[config.mk]
export PLATFORM = sky130hd
export DESIGN_NAME = eth_rx_filter_vlan_strip
export DESIGN_NICKNAME = d
export VERILOG_FILES = /design/src/design/rxf_pkg.sv /design/src/design/eth_rx_filter_vlan_strip.sv /design/src/design/rxf_parse.sv /design/src/design/rxf_result_q.sv
export SDC_FILE = /design/constraint.sdc
export NUM_CORES = 1
export LEC_CHECK = 0
export ABC_AREA = 1
export BUFFER_PORTS_ARGS = -buffer_cell sky130_fd_sc_hd__buf_2
export CAP_MARGIN = 20
export CORE_UTILIZATION = 61
export CTS_CLUSTER_SIZE = 40
export DETAILED_ROUTE_END_ITERATION = 7
export PLACE_DENSITY = 0.81
export SYNTH_ARGS = -nofsm -noshare
export SYNTH_HDL_FRONTEND = slang
export SYNTH_SLANG_ARGS = --single-unit
[constraint.sdc]
create_clock -name aclk -period 10.3 [get_ports aclk]
set_clock_uncertainty 0.15 [all_clocks]
set_input_delay 2.06 -clock aclk [delete_from_list [all_inputs] [get_ports aclk]]
set_output_delay 2.06 -clock aclk [all_outputs]
set_load 0.02 [all_outputs]
[src/design/rxf_pkg.sv]
// ----------------------------------------------------------------------------
// rxf_pkg: shared types and constants for the receive filter
// Result record, parse phases, verdict and destination class codes, and the
// frame length limits used by the parser, and the result queue depth.
// ----------------------------------------------------------------------------
package rxf_pkg;

    localparam int LEN_W = 11;
    localparam logic [LEN_W-1:0] LEN_MAX          = 11'd2047;
    localparam logic [LEN_W-1:0] MAX_TAGGED_LEN   = 11'd1522;
    localparam logic [LEN_W-1:0] MAX_UNTAGGED_LEN = 11'd1514;
    localparam logic [LEN_W-1:0] HDR_BYTES        = 11'd14;
    localparam logic [LEN_W-1:0] ADDR_BYTES       = 11'd6;
    localparam logic [LEN_W-1:0] ADDR_LAST_POS    = 11'd11;
    localparam logic [1:0]       MAX_TAGS         = 2'd2;
    localparam logic [1:0]       TAGS_SAT         = 2'd3;

    localparam logic [15:0] TPID_Q   = 16'h8100;
    localparam logic [15:0] TPID_AD  = 16'h88A8;
    localparam logic [15:0] TYPE_ARP = 16'h0806;
    localparam logic [15:0] TYPE_IP4 = 16'h0800;
    localparam logic [15:0] TYPE_IP6 = 16'h86DD;

    localparam int MAC_W   = 48;
    localparam int HEN_W   = 3;
    localparam int CFG_IDX_W = 1;
    localparam logic [CFG_IDX_W-1:0] CFG_STATION_MAC   = 1'd0;
    localparam logic [CFG_IDX_W-1:0] CFG_HANDLER_ENABLE = 1'd1;

    localparam int RQ_DEPTH = 4;
    localparam int RQ_AW    = 2;

    // m_tdata width: 54 payload bits padded to whole bytes
    localparam int M_DATA_W = 56;

    typedef enum logic [2:0] {
        PH_ADDR,
        PH_TYPE_HI,
        PH_TYPE_LO,
        PH_TCI_HI,
        PH_TCI_LO,
        PH_PAYLOAD,
        PH_DROP
    } rxf_phase_t;

    typedef enum logic [2:0] {
        V_ARP       = 3'd0,
        V_IPV4      = 3'd1,
        V_IPV6      = 3'd2,
        V_UNHANDLED = 3'd3,
        V_RUNT      = 3'd4,
        V_TOO_LONG  = 3'd5,
        V_NOT_OURS  = 3'd6,
        V_VLAN_BAD  = 3'd7
    } rxf_verdict_t;

    typedef enum logic [1:0] {
        DC_UNICAST   = 2'd0,
        DC_MULTICAST = 2'd1,
        DC_BROADCAST = 2'd2
    } rxf_dclass_t;

    typedef struct packed {
        logic [LEN_W-1:0] frame_length;
        rxf_dclass_t      dest_class;
        logic [1:0]       tag_count;
        logic [11:0]      vlan_id;
        logic [15:0]      inner_type;
        rxf_verdict_t     verdict;
        logic             frame_end;
        logic             byte_valid;
        logic [7:0]       out_byte;
    } rxf_result_t;

endpackage

[src/design/eth_rx_filter_vlan_strip.sv]
// ----------------------------------------------------------------------------
// eth_rx_filter_vlan_strip: receive address filter with VLAN tag stripping
// Results are registered in a four-entry result queue, which sets how far
// input runs ahead. Throughput: one byte per cycle while the queue has two
// free slots; the inner ethertype's second byte yields two transfers.
// Reset: aresetn synchronous, active low; clears parse state and queue,
// station_mac to zero and handler_enable to all handlers present.
// ----------------------------------------------------------------------------
module eth_rx_filter_vlan_strip (
    input  logic                            aclk,
    input  logic                            aresetn,
    input  logic                            s_tvalid,
    output logic                            s_tready,
    input  logic [7:0]                      s_tdata,   // [7:0] in_byte
    input  logic                            s_tlast,   // in_last
    output logic                            m_tvalid,
    input  logic                            m_tready,
    // [7:0] out_byte, [10:8] verdict, [26:11] inner_type, [38:27] vlan_id,
    // [40:39] tag_count, [42:41] dest_class, [53:43] frame_length, [55:54] 0
    output logic [rxf_pkg::M_DATA_W-1:0]    m_tdata,
    output logic                            m_tlast,   // frame_end
    output logic [0:0]                      m_tuser,   // [0] byte_valid
    input  logic                            cfg_valid,
    output logic                            cfg_ready,
    input  logic [rxf_pkg::CFG_IDX_W-1:0]   cfg_index,
    input  logic [rxf_pkg::MAC_W-1:0]       cfg_data
);
    import rxf_pkg::*;

    logic [MAC_W-1:0] mac_reg;
    logic [HEN_W-1:0] hen_reg;
    logic             in_accept;
    logic             room;
    rxf_result_t      res0, res1, head;
    logic [1:0]       res_cnt;

    assign cfg_ready = 1'b1;
    assign s_tready  = room;
    assign in_accept = s_tvalid && room;

    always_ff @(posedge aclk) begin
        if (!aresetn) begin
            mac_reg <= '0;
            hen_reg <= 3'd7;
        end else if (cfg_valid) begin
            case (cfg_index)
                CFG_STATION_MAC:    mac_reg <= cfg_data;
                CFG_HANDLER_ENABLE: hen_reg <= cfg_data[HEN_W-1:0];
                default: ;
            endcase
        end
    end

    rxf_parse u_parse (
        .aclk           (aclk),
        .aresetn        (aresetn),
        .in_accept      (in_accept),
        .in_byte        (s_tdata),
        .in_last        (s_tlast),
        .station_mac    (mac_reg),
        .handler_enable (hen_reg),
        .res0           (res0),
        .res1           (res1),
        .res_cnt        (res_cnt)
    );

    rxf_result_q u_queue (
        .aclk     (aclk),
        .aresetn  (aresetn),
        .wr0      (res0),
        .wr1      (res1),
        .wr_cnt   (res_cnt),
        .room     (room),
        .rd_valid (m_tvalid),
        .rd_ready (m_tready),
        .rd_data  (head)
    );

    assign m_tdata = {2'b00, head.frame_length, head.dest_class, head.tag_count,
                      head.vlan_id, head.inner_type, head.verdict, head.out_byte};
    assign m_tlast = head.frame_end;
    assign m_tuser = head.byte_valid;

endmodule

[src/design/rxf_parse.sv]
// ----------------------------------------------------------------------------
// rxf_parse: per-byte frame parser
// Tracks position, address match, ethertype and tag state; produces up to
// two result records for each accepted byte and the verdict on the last one.
// ----------------------------------------------------------------------------
module rxf_parse (
    input  logic                          aclk,
    input  logic                          aresetn,
    input  logic                          in_accept,
    input  logic [7:0]                    in_byte,
    input  logic                          in_last,
    input  logic [rxf_pkg::MAC_W-1:0]     station_mac,
    input  logic [rxf_pkg::HEN_W-1:0]     handler_enable,
    output rxf_pkg::rxf_result_t          res0,
    output rxf_pkg::rxf_result_t          res1,
    output logic [1:0]                    res_cnt
);
    import rxf_pkg::*;

    logic [LEN_W-1:0] pos_reg,  pos_next;
    logic             ovf_reg,  ovf_next;
    logic             match_reg, match_next;
    logic             mc_reg,   mc_next;
    logic             ones_reg, ones_next;
    logic [7:0]       type_hi_reg, type_hi_next;
    logic [11:0]      tci_reg,  tci_next;
    logic [1:0]       tags_reg, tags_next;
    logic [11:0]      vlan_reg, vlan_next;
    logic [15:0]      type_reg, type_next;
    rxf_phase_t       phase_reg, phase_next;
    logic             verr_reg, verr_next;

    logic [7:0]       mac_byte;
    logic [15:0]      type_word;
    logic             accepted;
    logic [LEN_W-1:0] stripped_len;
    rxf_verdict_t     verdict;
    rxf_dclass_t      dclass;

    always_comb begin
        case (pos_reg[2:0])
            3'd0:    mac_byte = station_mac[47:40];
            3'd1:    mac_byte = station_mac[39:32];
            3'd2:    mac_byte = station_mac[31:24];
            3'd3:    mac_byte = station_mac[23:16];
            3'd4:    mac_byte = station_mac[15:8];
            3'd5:    mac_byte = station_mac[7:0];
            default: mac_byte = 8'd0;
        endcase
    end

    assign type_word = {type_hi_reg, in_byte};

    function automatic rxf_verdict_t dispatch(input logic [15:0] t,
                                              input logic [HEN_W-1:0] hen);
        rxf_verdict_t v;
        v = V_UNHANDLED;
        if (t == TYPE_ARP && hen[0]) v = V_ARP;
        if (t == TYPE_IP4 && hen[1]) v = V_IPV4;
        if (t == TYPE_IP6 && hen[2]) v = V_IPV6;
        return v;
    endfunction

    always_comb begin
        pos_next     = pos_reg;
        ovf_next     = ovf_reg;
        match_next   = match_reg;
        mc_next      = mc_reg;
        ones_next    = ones_reg;
        type_hi_next = type_hi_reg;
        tci_next     = tci_reg;
        tags_next    = tags_reg;
        vlan_next    = vlan_reg;
        type_next    = type_reg;
        phase_next   = phase_reg;
        verr_next    = verr_reg;
        res0         = '0;
        res1         = '0;
        res_cnt      = 2'd0;
        accepted     = 1'b0;
        stripped_len = '0;
        verdict      = V_UNHANDLED;
        dclass       = DC_UNICAST;

        if (in_accept) begin
            if (pos_reg == LEN_MAX) ovf_next = 1'b1;
            else                    pos_next = pos_reg + 11'd1;

            if (!ovf_next && pos_reg < ADDR_BYTES) begin
                if (pos_reg == '0) mc_next = in_byte[0];
                if (in_byte != 8'hFF) ones_next = 1'b0;
                if (in_byte != mac_byte) match_next = 1'b0;
            end

            case (phase_reg)
                PH_ADDR: begin
                    res0.out_byte   = in_byte;
                    res0.byte_valid = 1'b1;
                    res_cnt         = 2'd1;
                    if (pos_reg >= ADDR_LAST_POS) phase_next = PH_TYPE_HI;
                end
                PH_TYPE_HI: begin
                    type_hi_next = in_byte;
                    phase_next   = PH_TYPE_LO;
                end
                PH_TYPE_LO: begin
                    type_next = type_word;
                    if (tags_reg != 2'd0) vlan_next = tci_reg;
                    if (type_word == TPID_Q || type_word == TPID_AD) begin
                        if (tags_reg >= MAX_TAGS) begin
                            verr_next  = 1'b1;
                            phase_next = PH_DROP;
                        end else begin
                            phase_next = PH_TCI_HI;
                        end
                        if (tags_reg != TAGS_SAT) tags_next = tags_reg + 2'd1;
                    end else begin
                        // release the held ethertype as two transfers
                        res0.out_byte   = type_hi_reg;
                        res0.byte_valid = 1'b1;
                        res1.out_byte   = in_byte;
                        res1.byte_valid = 1'b1;
                        res_cnt         = 2'd2;
                        phase_next      = PH_PAYLOAD;
                    end
                end
                PH_TCI_HI: begin
                    tci_next   = {in_byte[3:0], 8'd0};
                    phase_next = PH_TCI_LO;
                end
                PH_TCI_LO: begin
                    tci_next   = {tci_reg[11:8], in_byte};
                    phase_next = PH_TYPE_HI;
                end
                PH_PAYLOAD: begin
                    res0.out_byte   = in_byte;
                    res0.byte_valid = 1'b1;
                    res_cnt         = 2'd1;
                end
                default: ;
            endcase

            if (in_last) begin
                accepted     = mc_next || (station_mac == '0) || match_next;
                stripped_len = pos_next - {7'd0, tags_next, 2'b00};
                if (pos_next < HDR_BYTES)
                    verdict = V_RUNT;
                else if (ovf_next || pos_next > MAX_TAGGED_LEN)
                    verdict = V_TOO_LONG;
                else if (!accepted)
                    verdict = V_NOT_OURS;
                else if (verr_next || phase_next != PH_PAYLOAD)
                    verdict = V_VLAN_BAD;
                else if (tags_next != 2'd0 && stripped_len > MAX_UNTAGGED_LEN)
                    verdict = V_VLAN_BAD;
                else
                    verdict = dispatch(type_next, handler_enable);

                if (mc_next)
                    dclass = (ones_next && pos_next >= ADDR_BYTES) ? DC_BROADCAST
                                                                     : DC_MULTICAST;

                // close the frame on the last result of this byte
                if (res_cnt == 2'd2) begin
                    res1.frame_end    = 1'b1;
                    res1.verdict      = verdict;
                    res1.inner_type   = type_next;
                    res1.vlan_id      = vlan_next;
                    res1.tag_count    = tags_next;
                    res1.dest_class   = dclass;
                    res1.frame_length = pos_next;
                end else begin
                    res0.frame_end    = 1'b1;
                    res0.verdict      = verdict;
                    res0.inner_type   = type_next;
                    res0.vlan_id      = vlan_next;
                    res0.tag_count    = tags_next;
                    res0.dest_class   = dclass;
                    res0.frame_length = pos_next;
                    res_cnt           = 2'd1 | res_cnt;
                end

                pos_next     = '0;
                ovf_next     = 1'b0;
                match_next   = 1'b1;
                mc_next      = 1'b0;
                ones_next    = 1'b1;
                type_hi_next = '0;
                tci_next     = '0;
                tags_next    = '0;
                vlan_next    = '0;
                type_next    = '0;
                phase_next   = PH_ADDR;
                verr_next    = 1'b0;
            end
        end
    end

    always_ff @(posedge aclk) begin
        if (!aresetn) begin
            pos_reg     <= '0;
            ovf_reg     <= 1'b0;
            match_reg   <= 1'b1;
            mc_reg      <= 1'b0;
            ones_reg    <= 1'b1;
            type_hi_reg <= '0;
            tci_reg     <= '0;
            tags_reg    <= '0;
            vlan_reg    <= '0;
            type_reg    <= '0;
            phase_reg   <= PH_ADDR;
            verr_reg    <= 1'b0;
        end else begin
            pos_reg     <= pos_next;
            ovf_reg     <= ovf_next;
            match_reg   <= match_next;
            mc_reg      <= mc_next;
            ones_reg    <= ones_next;
            type_hi_reg <= type_hi_next;
            tci_reg     <= tci_next;
            tags_reg    <= tags_next;
            vlan_reg    <= vlan_next;
            type_reg    <= type_next;
            phase_reg   <= phase_next;
            verr_reg    <= verr_next;
        end
    end

endmodule

[src/design/rxf_result_q.sv]
// ----------------------------------------------------------------------------
// rxf_result_q: result queue
// Four-entry register queue that takes up to two records per cycle and
// presents one record per cycle to the output stream while it is ready.
// ----------------------------------------------------------------------------
module rxf_result_q (
    input  logic                 aclk,
    input  logic                 aresetn,
    input  rxf_pkg::rxf_result_t wr0,
    input  rxf_pkg::rxf_result_t wr1,
    input  logic [1:0]           wr_cnt,
    output logic                 room,
    output logic                 rd_valid,
    input  logic                 rd_ready,
    output rxf_pkg::rxf_result_t rd_data
);
    import rxf_pkg::*;

    rxf_result_t        entry_reg [RQ_DEPTH];
    logic [RQ_AW-1:0]   wp_reg, wp_next;
    logic [RQ_AW-1:0]   rp_reg, rp_next;
    logic [RQ_AW:0]     cnt_reg, cnt_next;
    logic               pop;

    assign pop      = rd_valid && rd_ready;
    assign rd_valid = (cnt_reg != '0);
    assign rd_data  = entry_reg[rp_reg];
    // two free slots needed: one byte can yield two transfers
    assign room     = (cnt_reg <= (RQ_AW+1)'(RQ_DEPTH - 2));

    always_comb begin
        wp_next  = wp_reg + wr_cnt;
        rp_next  = rp_reg + {{(RQ_AW-1){1'b0}}, pop};
        cnt_next = cnt_reg + {{(RQ_AW-1){1'b0}}, wr_cnt}
                           - {{RQ_AW{1'b0}}, pop};
    end

    always_ff @(posedge aclk) begin
        if (!aresetn) begin
            wp_reg  <= '0;
            rp_reg  <= '0;
            cnt_reg <= '0;
        end else begin
            wp_reg  <= wp_next;
            rp_reg  <= rp_next;
            cnt_reg <= cnt_next;
        end
    end

    always_ff @(posedge aclk) begin
        if (wr_cnt != 2'd0) entry_reg[wp_reg] <= wr0;
        if (wr_cnt == 2'd2) entry_reg[wp_reg + RQ_AW'(1)] <= wr1;
    end

endmodule

### After elaboration in Yosys (flattened, before gate mapping)

Memories as Yosys holds them, arrays and structs flattened. A register that Yosys moved wholly into a read port is not among the register bits.
Index checks and enable logic that the tools add are counted.

| storage, ports and cells | value |
|---|---|
| output and inout port bits | 61 |
| flip-flop bits (word level) | 127 |
| ROM bits | 0 |
| memories | 1 |
| logic and storage cells | 166 |
| memory bits (writable) | 224 |
| input bits | 63 |
| latch bits | 0 |

| cells by class | value |
|---|---|
| equal/unequal tests | 23 |
| shift-type cells | 0 |
| add/sub/neg operators | 8 |
| divide/modulo/power cells | 0 |
| bitwise logic cells | 1 |
| reduce and logical (&&, ||, !) cells | 31 |
| $lt $le $gt $ge | 8 |
| multiplexer cells | 76 |
| $mul | 0 |

Memory list:

| memory | depth | width | read ports | clocked after Yosys merged registers in | write ports | line | text |
|---|---|---|---|---|---|---|---|
| u_queue.entry_reg | 4 | 56 | 1 | 1 | 2 | rxf_result_q.sv:19 | `rxf_result_t entry_reg [RQ_DEPTH];` |

Operators by type and width:

| operator | number |
|---|---|
| $mux 47 | 4 |
| $mux 56 | 2 |
| $eq 16x16->1 const B | 3 |
| $logic_not 48->1 | 1 |
| $mux 12 | 4 |
| $mux 16 | 3 |
| $pmux 8 s6 | 1 |
| $mux 11 | 3 |
| $eq 16x12->1 const B | 2 |
| $mux 3 | 10 |
| $mux 2 | 14 |
| $mux 9 | 3 |
| $mux 1 | 26 |
| $pmux 12 s2 | 1 |
| $gt 11x11->1 const B | 2 |
| $pmux 9 s2 | 1 |
| $mux 8 | 2 |
| $pmux 3 s5 | 1 |
| $eq 3x2->1 const B | 4 |
| $eq 3x3->1 const B | 4 |
| $add 11x1->11 const B | 1 |
| $eq 11x11->1 const B | 1 |
| $ge 11x3->1 const B | 1 |
| $ge 11x4->1 const B | 1 |
| other kinds (28) | 52 |

### Longest topological paths before layout

Gate-level depths: netlist (run 1).

| logic depth | value |
|---|---|
| depth after elaboration | 16 |
| depth in mapped cells | 26 |
| depth with buffers taken out | 26 |

### Modules after synthesis

From an unflattened synthesis (run 1), not the netlist that was laid out.

| second synthesis, totals | value |
|---|---|
| cell total of the unflattened synthesis | 2386 |
| area total of the unflattened synthesis | 18629.1 sq um |

By module, submodules not included:

| module | area an instance (sq um) | instances | cells each | sequential area each (sq um) |
|---|---|---|---|---|
| rxf_result_q | 11146.9 | 1 | 1161 | 6866.6 |
| rxf_parse | 5267.6 | 1 | 891 | 1381.3 |
| eth_rx_filter_vlan_strip | 2214.6 | 1 | 334 | 1021.0 |

### Worst setup path before layout (run 1)

Ideal clock, no wire load.

| timing path | value |
|---|---|
| path kind | input -> register |
| start | in s_tlast |
| end | mem u_queue.entry_reg[0][0] in the netlist's numbering, enable pin |
| buffers on the path | 1 |
| setup time | 0.547 ns |
| stages on the path | 7 |
| arrival time | 7.095 ns |
| setup slack | 2.508 ns |
| required time | 9.603 ns |
| cells stage by stage | buf_2 clkinv_1 nor2_4 inv_1 o21ai_0 nor2_1 o21ai_0 |

RTL lines:

| item | line | text |
|---|---|---|
| start: declaration | eth_rx_filter_vlan_strip.sv:15 | `input logic s_tlast,` |
| end: declaration | rxf_result_q.sv:19 |  |

==> results.yml, run 1 <==
placement:
  placed_cell_area_um2: 17400
  place_inst: 2308
  dp_hpwl_mm: 30.2
  gp_congestion: 0.999
  numPortBuffers: 120
sta:
  finalCritPeriodShare: 0.480
  hold_violations: 0
  period_needed_ns: 4.95
  fin_hold_ws_ns: 0.315
  rsz0062_at_grt: "false"
  setup_violations: 0
  fin_setup_tns_ns: 0
  slew_violations: 0
  tightestPinTransition_ns: 1.07
  fmax_mhz: 202
  max_slew_margin: 0.286
route:
  drtIter0Drc: 1626
  drt-wirelength-per-cell_um: 19.5
  drtPass1Iterations: 5
  antenna_left: 0
  routed_wl_mm: 46.4
  routed-via-count: 14302
  viasPerCell: 6.02
  route.detailed.drc: 0
synthesis:
  yosysTopAreaCell: "edfxtp_1"
  syn_area_per_cell_um2: 8.57
  synth-main-ff-cell: "edfxtp_1"
  ys_warn_count: 0
  synthCells: 1944
  synth_area_um2: 16700
  ys_types: 50
  synth_edf_count: 224
  yosys-top-cells-area: "edfxtp_1 40%, dfxtp_1 15%, o21ai_0 8.7%"
  ys_ff_latch: 351
  synth_top_area_share: 0.404
  synth_seq_area_share: 0.557
  synthArstFlopShare: 0
clock_tree:
  root_buffer: "clkbuf_16"
  post_cts_resized: 0
  cts.sinks: 351
  cts_tree: "done"
  clock_path_buffers: 3
  clock_latency_ns: 0.52
  numCtsBuffers: 36
  cts_setup_buffers: 0
  ctsHoldBuffers: 0
  clk_pin_slew_worst_paths_ns: 0.06
  cts_htree_levels: 2
layout:
  final_nets: 2083
  drive_gt1_frac: 0.132
  fin_cells: 2374
  n_antenna_cell: 0
  postLayoutCellArea_um2: 18500
  largest_reg_flops: 224
  areaGrowthSynthToFinish_pct: 11.2
  utilization: 0.689
die:
  die_h_um: 167
  start_util: 0.620
  die_area_um2: 28000
  io_pins: 124
  core-area_um2: 26900
  rows: 60
  die_w_um: 167
worst_hold_path:
  min_to: "u_parse.vlan_reg[7]$_SDFFE_PN0P_"
  holdCritPathClass: "register to register"
  min_from: "u_parse.vlan_reg[7]$_SDFFE_PN0P_"
  hold_depth: 2
critical_path:
  startpoint: "s_tdata[2]"
  start_kind: "primary input"
  rrSetupSlack_ns: 6.48
  cp.required_ns: 10.30
  critPathBufInv: 7
  critPathMaxFanout: 56
  cp-end-kind: "register"
  timing.critical_path.slowest_stage_cell: "buf_4"
  r2r_cells: 9
  reg2reg_from: "u_queue.cnt_reg[1]$_SDFF_PN0_"
  cp_cell_sequence: "buf_2 > inv_1 > nand3_1 > nor2_1 > nand2_1 > inv_2 > nor2_2 > inv_2 > nor2_2 > inv_2 > nor2_4 > inv_1 > o21ai_4 > buf_4"
  crit_family: "buffers and inverters"
  cp_slowest_stage_delay_ns: 0.73
  worstPathArrival_ns: 4.94
  path_common_cell: "inv_2"
  path_class: "primary input to register"
  rr_endpoint: "u_queue.entry_reg[1][54]$_DFFE_PP_"
power_and_ir_drop:
  powerDensity_nw_per_um2: 214
  peakVddDrop_mv: 0.156
  p_leak_uw: 0.00722
global_route:
  grt.met1_usage: 0.458
  grtUsageMet2: 0.530
  grt_max_degree: 113
  track_usage: 0.330
  grt_overflow: 0
  grtUsageMet3: 0.0475
  antenna_found_initial: 0
  top_usage_layer: "met2"
  grt_pass1_vias: 13468
  grt_pass1_wl_mm: 72.0
run_status:
  outcome: "finished clean"
job:
  maxCapViolCount: 0
per-layer routing:
metal	wire, µm	vias up
met3	4080	113
met2	21400	743
li1	-	6726
met5	0	-
met4	1520	0
met1	19300	6720
layout make-up:
class / count / area (µm²)
Clock buffer: 46 / 982
Clock inverter: 18 / 119
Fill cell: 2140 / 8350
Inverter: 127 / 479
Multi-Input combinational cell: 1353 / 6470
Sequential cell: 351 / 9270
Tap cell: 341 / 427
Timing Repair Buffer: 138 / 768
cell usage after synthesis, types with 14 or more instances:
cell type	number
nor2_1	365
nand2_1	328
o21ai_0	291
edfxtp_1	224
dfxtp_1	127
inv_1	101
a21oi_1	93
clkbuf_1	82
nand3_1	66
o22ai_1	59
buf_2	25
inv_2	24
nor4_1	17
nand4_1	14
placed cells by master, fill, tap and decap left out, types with 9 or more instances in the layout:
| master | netlist | routed |
|---|---|---|
| nand2_1 | 328 | 327 |
| inv_1 | 101 | 99 |
| buf_2 | 25 | 120 |
| nor2_2 | 8 | 10 |
| a21oi_1 | 93 | 93 |
| o21ai_0 | 291 | 287 |
| buf_4 | 3 | 16 |
| clkinv_1 | 1 | 10 |
| nor3_1 | 12 | 12 |
| clkbuf_16 | 0 | 36 |
| nand4_1 | 14 | 14 |
| nand3_1 | 66 | 66 |
| edfxtp_1 | 224 | 224 |
| inv_2 | 24 | 26 |
| a22oi_1 | 9 | 9 |
| nor4_1 | 17 | 17 |
| o22ai_1 | 59 | 59 |
| nand2_2 | 13 | 14 |
| xor2_1 | 9 | 9 |
| ha_1 | 12 | 12 |
| nor2_1 | 365 | 363 |
| dfxtp_1 | 127 | 125 |
tightest hold or removal path: cells and delay by family, from the launching register on:
kind	cells	cell delay, ns
AOI/OAI and AO/OA	1	0.05
DFF	1	0.31
and+or+nand+nor	1	0.06
per-stage QoR:
stage          worst slack, ns  total power (µW)
2_1_floorplan             2.51              2390
3_3_place_gp              5.01              2710
3_5_place_dp              4.91              2740
4_1_cts                   5.29              3950
5_1_grt                   5.13              4110
6_report                  5.35              3960
how the worst max path moves through the flow:
stage	depth (start not counted)	to
global placement	15	u_queue.entry_reg[1][53]$_DFFE_PP_
finish	14	u_queue.entry_reg[1][54]$_DFFE_PP_
global route	15	u_queue.entry_reg[1][16]$_DFFE_PP_
floorplan	7	u_queue.entry_reg[0][0]$_DFFE_PP_
detailed placement	15	u_queue.entry_reg[1][49]$_DFFE_PP_
CTS	5	m_tdata[0]
kinds of logic (layout without fill, tap and decap cells):
family | count (synthesis) | in the layout | share of synthesized area
simple gates | 843 | 843 | 0.213
fa+ha+maj | 13 | 13 | 0.0102
compound gates | 480 | 480 | 0.154
other cells | 2 | 3 | 0.000451
buf+inv | 241 | 329 | 0.0589
xor+xnor | 14 | 14 | 0.00736
flops | 351 | 351 | 0.557
power by group:
group / internal (µW) / switching, µW
registers: 1620 / 64.9
logic: 292 / 751
clock network: 700 / 533
Power figures use the tool's default switching activity.
==> inputs of run 2 (changes only) <==
--- a/config.mk
+++ b/config.mk
@@ -5,13 +5,13 @@
 export SDC_FILE = /design/constraint.sdc
 export NUM_CORES = 1
 export LEC_CHECK = 0
-export ABC_AREA = 1
+export ABC_AREA = 0
 export BUFFER_PORTS_ARGS = -buffer_cell sky130_fd_sc_hd__buf_2
 export CAP_MARGIN = 20
-export CORE_UTILIZATION = 61
+export CORE_UTILIZATION = 55
 export CTS_CLUSTER_SIZE = 40
 export DETAILED_ROUTE_END_ITERATION = 7
-export PLACE_DENSITY = 0.81
+export PLACE_DENSITY = 0.77
 export SYNTH_ARGS = -nofsm -noshare
 export SYNTH_HDL_FRONTEND = slang
 export SYNTH_SLANG_ARGS = --single-unit
==> constraint.sdc (replaced) <==
create_clock -name aclk -period 4 [get_ports aclk]
set_clock_uncertainty 0.15 [all_clocks]
set_input_delay 0.8 -clock aclk [delete_from_list [all_inputs] [get_ports aclk]]
set_output_delay 0.8 -clock aclk [all_outputs]
set_load 0.02 [all_outputs]
==> run 2 against run 1 <==
  * Clock-buffer cell count grew 12
  * Synthesized area grew 0.38%
  * Worst setup slack lost 5.2 ns
  * Combinational power grew 120%
  * Wire length shrank 7.4%
  * Critical path depth grew 5
  * Sequential share of layout area shrank 2.0 points
  * Critical endpoint is now u_queue.entry_reg[2][10]$_DFFE_PP_
  * Highest routed layer is now met5
==> results.yml, run 2 <==
run_status:
  outcome: "finished clean"
critical_path:
  cp-end-kind: "register"
  cp_cell_sequence: "buf_2 > or3_1 > nor3_2 > nand4_4 > nor2_2 > nand3_1 > o21ai_2 > inv_1 > ha_1 > inv_1 > ha_1 > and2_1 > a22oi_1 > a21o_1 > o21a_1 > a222oi_1 > a211o_1 > a21oi_4 > nor3b_2"
  critPathMaxFanout: 4
  reg2reg_from: "u_parse.type_hi_reg[1]$_SDFFE_PN0P_"
  timing.critical_path.slowest_stage_cell: "a211o_1"
  cp.required_ns: 4.10
  start_kind: "primary input"
  r2r_cells: 14
  path_class: "primary input to register"
  cp_slowest_stage_delay_ns: 0.36
  worstPathArrival_ns: 3.91
  rrSetupSlack_ns: 0.23
  rr_endpoint: "u_queue.entry_reg[3][11]$_DFFE_PP_"
clock_tree:
  cts.sinks: 351
  cts_htree_levels: 2
  root_buffer: "clkbuf_16"
  cts_tree: "done"
  clock_path_buffers: 3
  post_cts_resized: 0
  clk_pin_slew_worst_paths_ns: 0.06
  ctsHoldBuffers: 0
  clock_latency_ns: 0.52
  numCtsBuffers: 37
  cts_setup_buffers: 0
power_and_ir_drop:
  p_leak_uw: 0.00656
  design_power_total_uw: 10100
  powerDensity_nw_per_um2: 521
  peakVddDrop_mv: 0.273
synthesis:
  syn_area_per_cell_um2: 11.0
  yosysTopAreaCell: "edfxtp_1"
  synth_seq_area_share: 0.554
  synthCells: 1521
  synth_area_um2: 16700
  synth_top_area_share: 0.402
  synth_edf_count: 224
  ys_types: 76
  ys_ff_latch: 351
  ys_warn_count: 0
  synthTopCellsByCount: "233 x nand2_1, 224 x edfxtp_1, 161 x nor2_1, 127 x dfxtp_1, 92 x clkbuf_1"
  synth-main-ff-cell: "edfxtp_1"
  synthArstFlopShare: 0
  synth_most_common_cell: "nand2_1"
  yosys-top-cells-area: "edfxtp_1 40%, dfxtp_1 15%, mux4_2 7.5%"
route:
  drtPass1Iterations: 6
  routed_wl_mm: 42.9
  drtIter0Drc: 1652
  drt-wirelength-per-cell_um: 20.8
  route.detailed.drc: 0
  routed-via-count: 12741
  antenna_left: 0
  viasPerCell: 6.18
layout:
  drive_gt1_frac: 0.217
  multi_input_area_um2: 6950
  areaGrowthSynthToFinish_pct: 15.3
  largest_reg_flops: 224
  seq_area_um2: 9270
  postLayoutCellArea_um2: 19300
  fillCellCount: 2236
  final_nets: 1714
  utilization: 0.647
  final_common_cell: "nand2_1"
  layout_common_cells: "232 x nand2_1, 224 x edfxtp_1, 158 x nor2_1, 125 x dfxtp_1, 120 x buf_2"
sta:
  fmax_mhz: 263
  setup_violations: 0
  rsz0062_at_grt: "false"
  max_slew_margin: 0.366
  period_needed_ns: 3.81
  tightestPinTransition_ns: 0.948
  hold_violations: 0
  finalCritPeriodShare: 0.952
  slew_violations: 0
worst_hold_path:
  hold_depth: 2
  holdCritPathClass: "register to register"
  min_from: "u_parse.verr_reg$_SDFFE_PN0P_"
  min_to: "u_parse.verr_reg$_SDFFE_PN0P_"
placement:
  dp_hpwl_mm: 28.3
  placed_cell_area_um2: 18100
  numPortBuffers: 120
  gp_congestion: 0.950
die:
  core-area_um2: 29800
  die_h_um: 176
  start_util: 0.561
  die_area_um2: 31100
  io_pins: 124
  rows: 63
  die_w_um: 176
global_route:
  antenna_found_initial: 7
  grt_max_degree: 69
  grt_pass1_wl_mm: 67.5
  grt_pass1_vias: 12331
  track_usage: 0.279
  grt_overflow: 0
job:
  maxCapViolCount: 0
run 2: layout make-up:
class | instances | share of cell area
Clock inverter | 10 | 0.00422
Tap cell | 390 | 0.0253
Sequential cell | 351 | 0.481
Clock buffer | 58 | 0.0580
Timing Repair Buffer | 200 | 0.0662
Inverter | 23 | 0.00448
Antenna cell | 3 | 0.000389
Multi-Input combinational cell | 1025 | 0.360
run 2: worst max path at each step:
stage                                                   start                            endpoint
after floorplan                                    s_tdata[0]   u_queue.entry_reg[0][0]$_DFFE_PP_
after global placement                             s_tdata[0]  u_queue.entry_reg[1][10]$_DFFE_PP_
after detailed placement                           s_tdata[0]  u_queue.entry_reg[2][10]$_DFFE_PP_
after CTS                                          s_tdata[0]  u_queue.entry_reg[2][10]$_DFFE_PP_
after global routing      u_parse.type_hi_reg[1]$_SDFFE_PN0P_  u_queue.entry_reg[3][11]$_DFFE_PP_
final                                              s_tdata[0]  u_queue.entry_reg[2][10]$_DFFE_PP_
run 2: routing by layer:
layer / up-vias / track usage / wire, µm
met5: - / 0 / 34
met4: 6 / 0.0815 / 860
met3: 78 / 0.0523 / 3800
met2: 644 / 0.457 / 20600
met1: 6203 / 0.380 / 17600
li1: 5810 / - / -
run 2: cells by family (layout without fill, tap and decap cells):
kind of cell	Yosys count	count (layout)	synth area share
xor+xnor	19	19	0.00995
compound gates	320	320	0.133
simple gates	589	589	0.165
other cells	2	6	0.000449
flops	351	351	0.554
mux	80	80	0.0905
fa+ha+maj	14	14	0.0109
buf+inv	146	291	0.0357
run 2: metrics by stage:
| step | hold slack (ns) | TNS [ns] | setup slack, ns | instances |
|---|---|---|---|---|
| 6_report | 0.318 | 0 | 0.194 | 2060 |
| 5_1_grt | 0.347 | 0 | 0.0770 | 2059 |
| 4_1_cts | 0.314 | 0 | 0.240 | 2056 |
| 3_5_place_dp | 0.299 | -2.89 | -0.285 | 1988 |
| 3_3_place_gp | 0.292 | -1.78 | -0.211 | 1988 |
| 2_1_floorplan | 0.278 | -13.22 | -0.115 | 1522 |
run 2: where the power goes:
| group | leakage, µW | internal, µW | switching [µW] |
|---|---|---|---|
| logic | 0.00289 | 908 | 1430 |
| clock network | 0.000587 | 1990 | 1380 |
| registers | 0.00309 | 4210 | 147 |
| total | 0.00656 | 7110 | 2950 |
run 2: critical path, delay by kind of cell:
| family | cells | cell delay [ns] |
|---|---|---|
| compound gates | 7 | 1.27 |
| fa+ha+maj | 2 | 0.41 |
| buf+inv | 3 | 0.24 |
| simple gates | 7 | 1.21 |
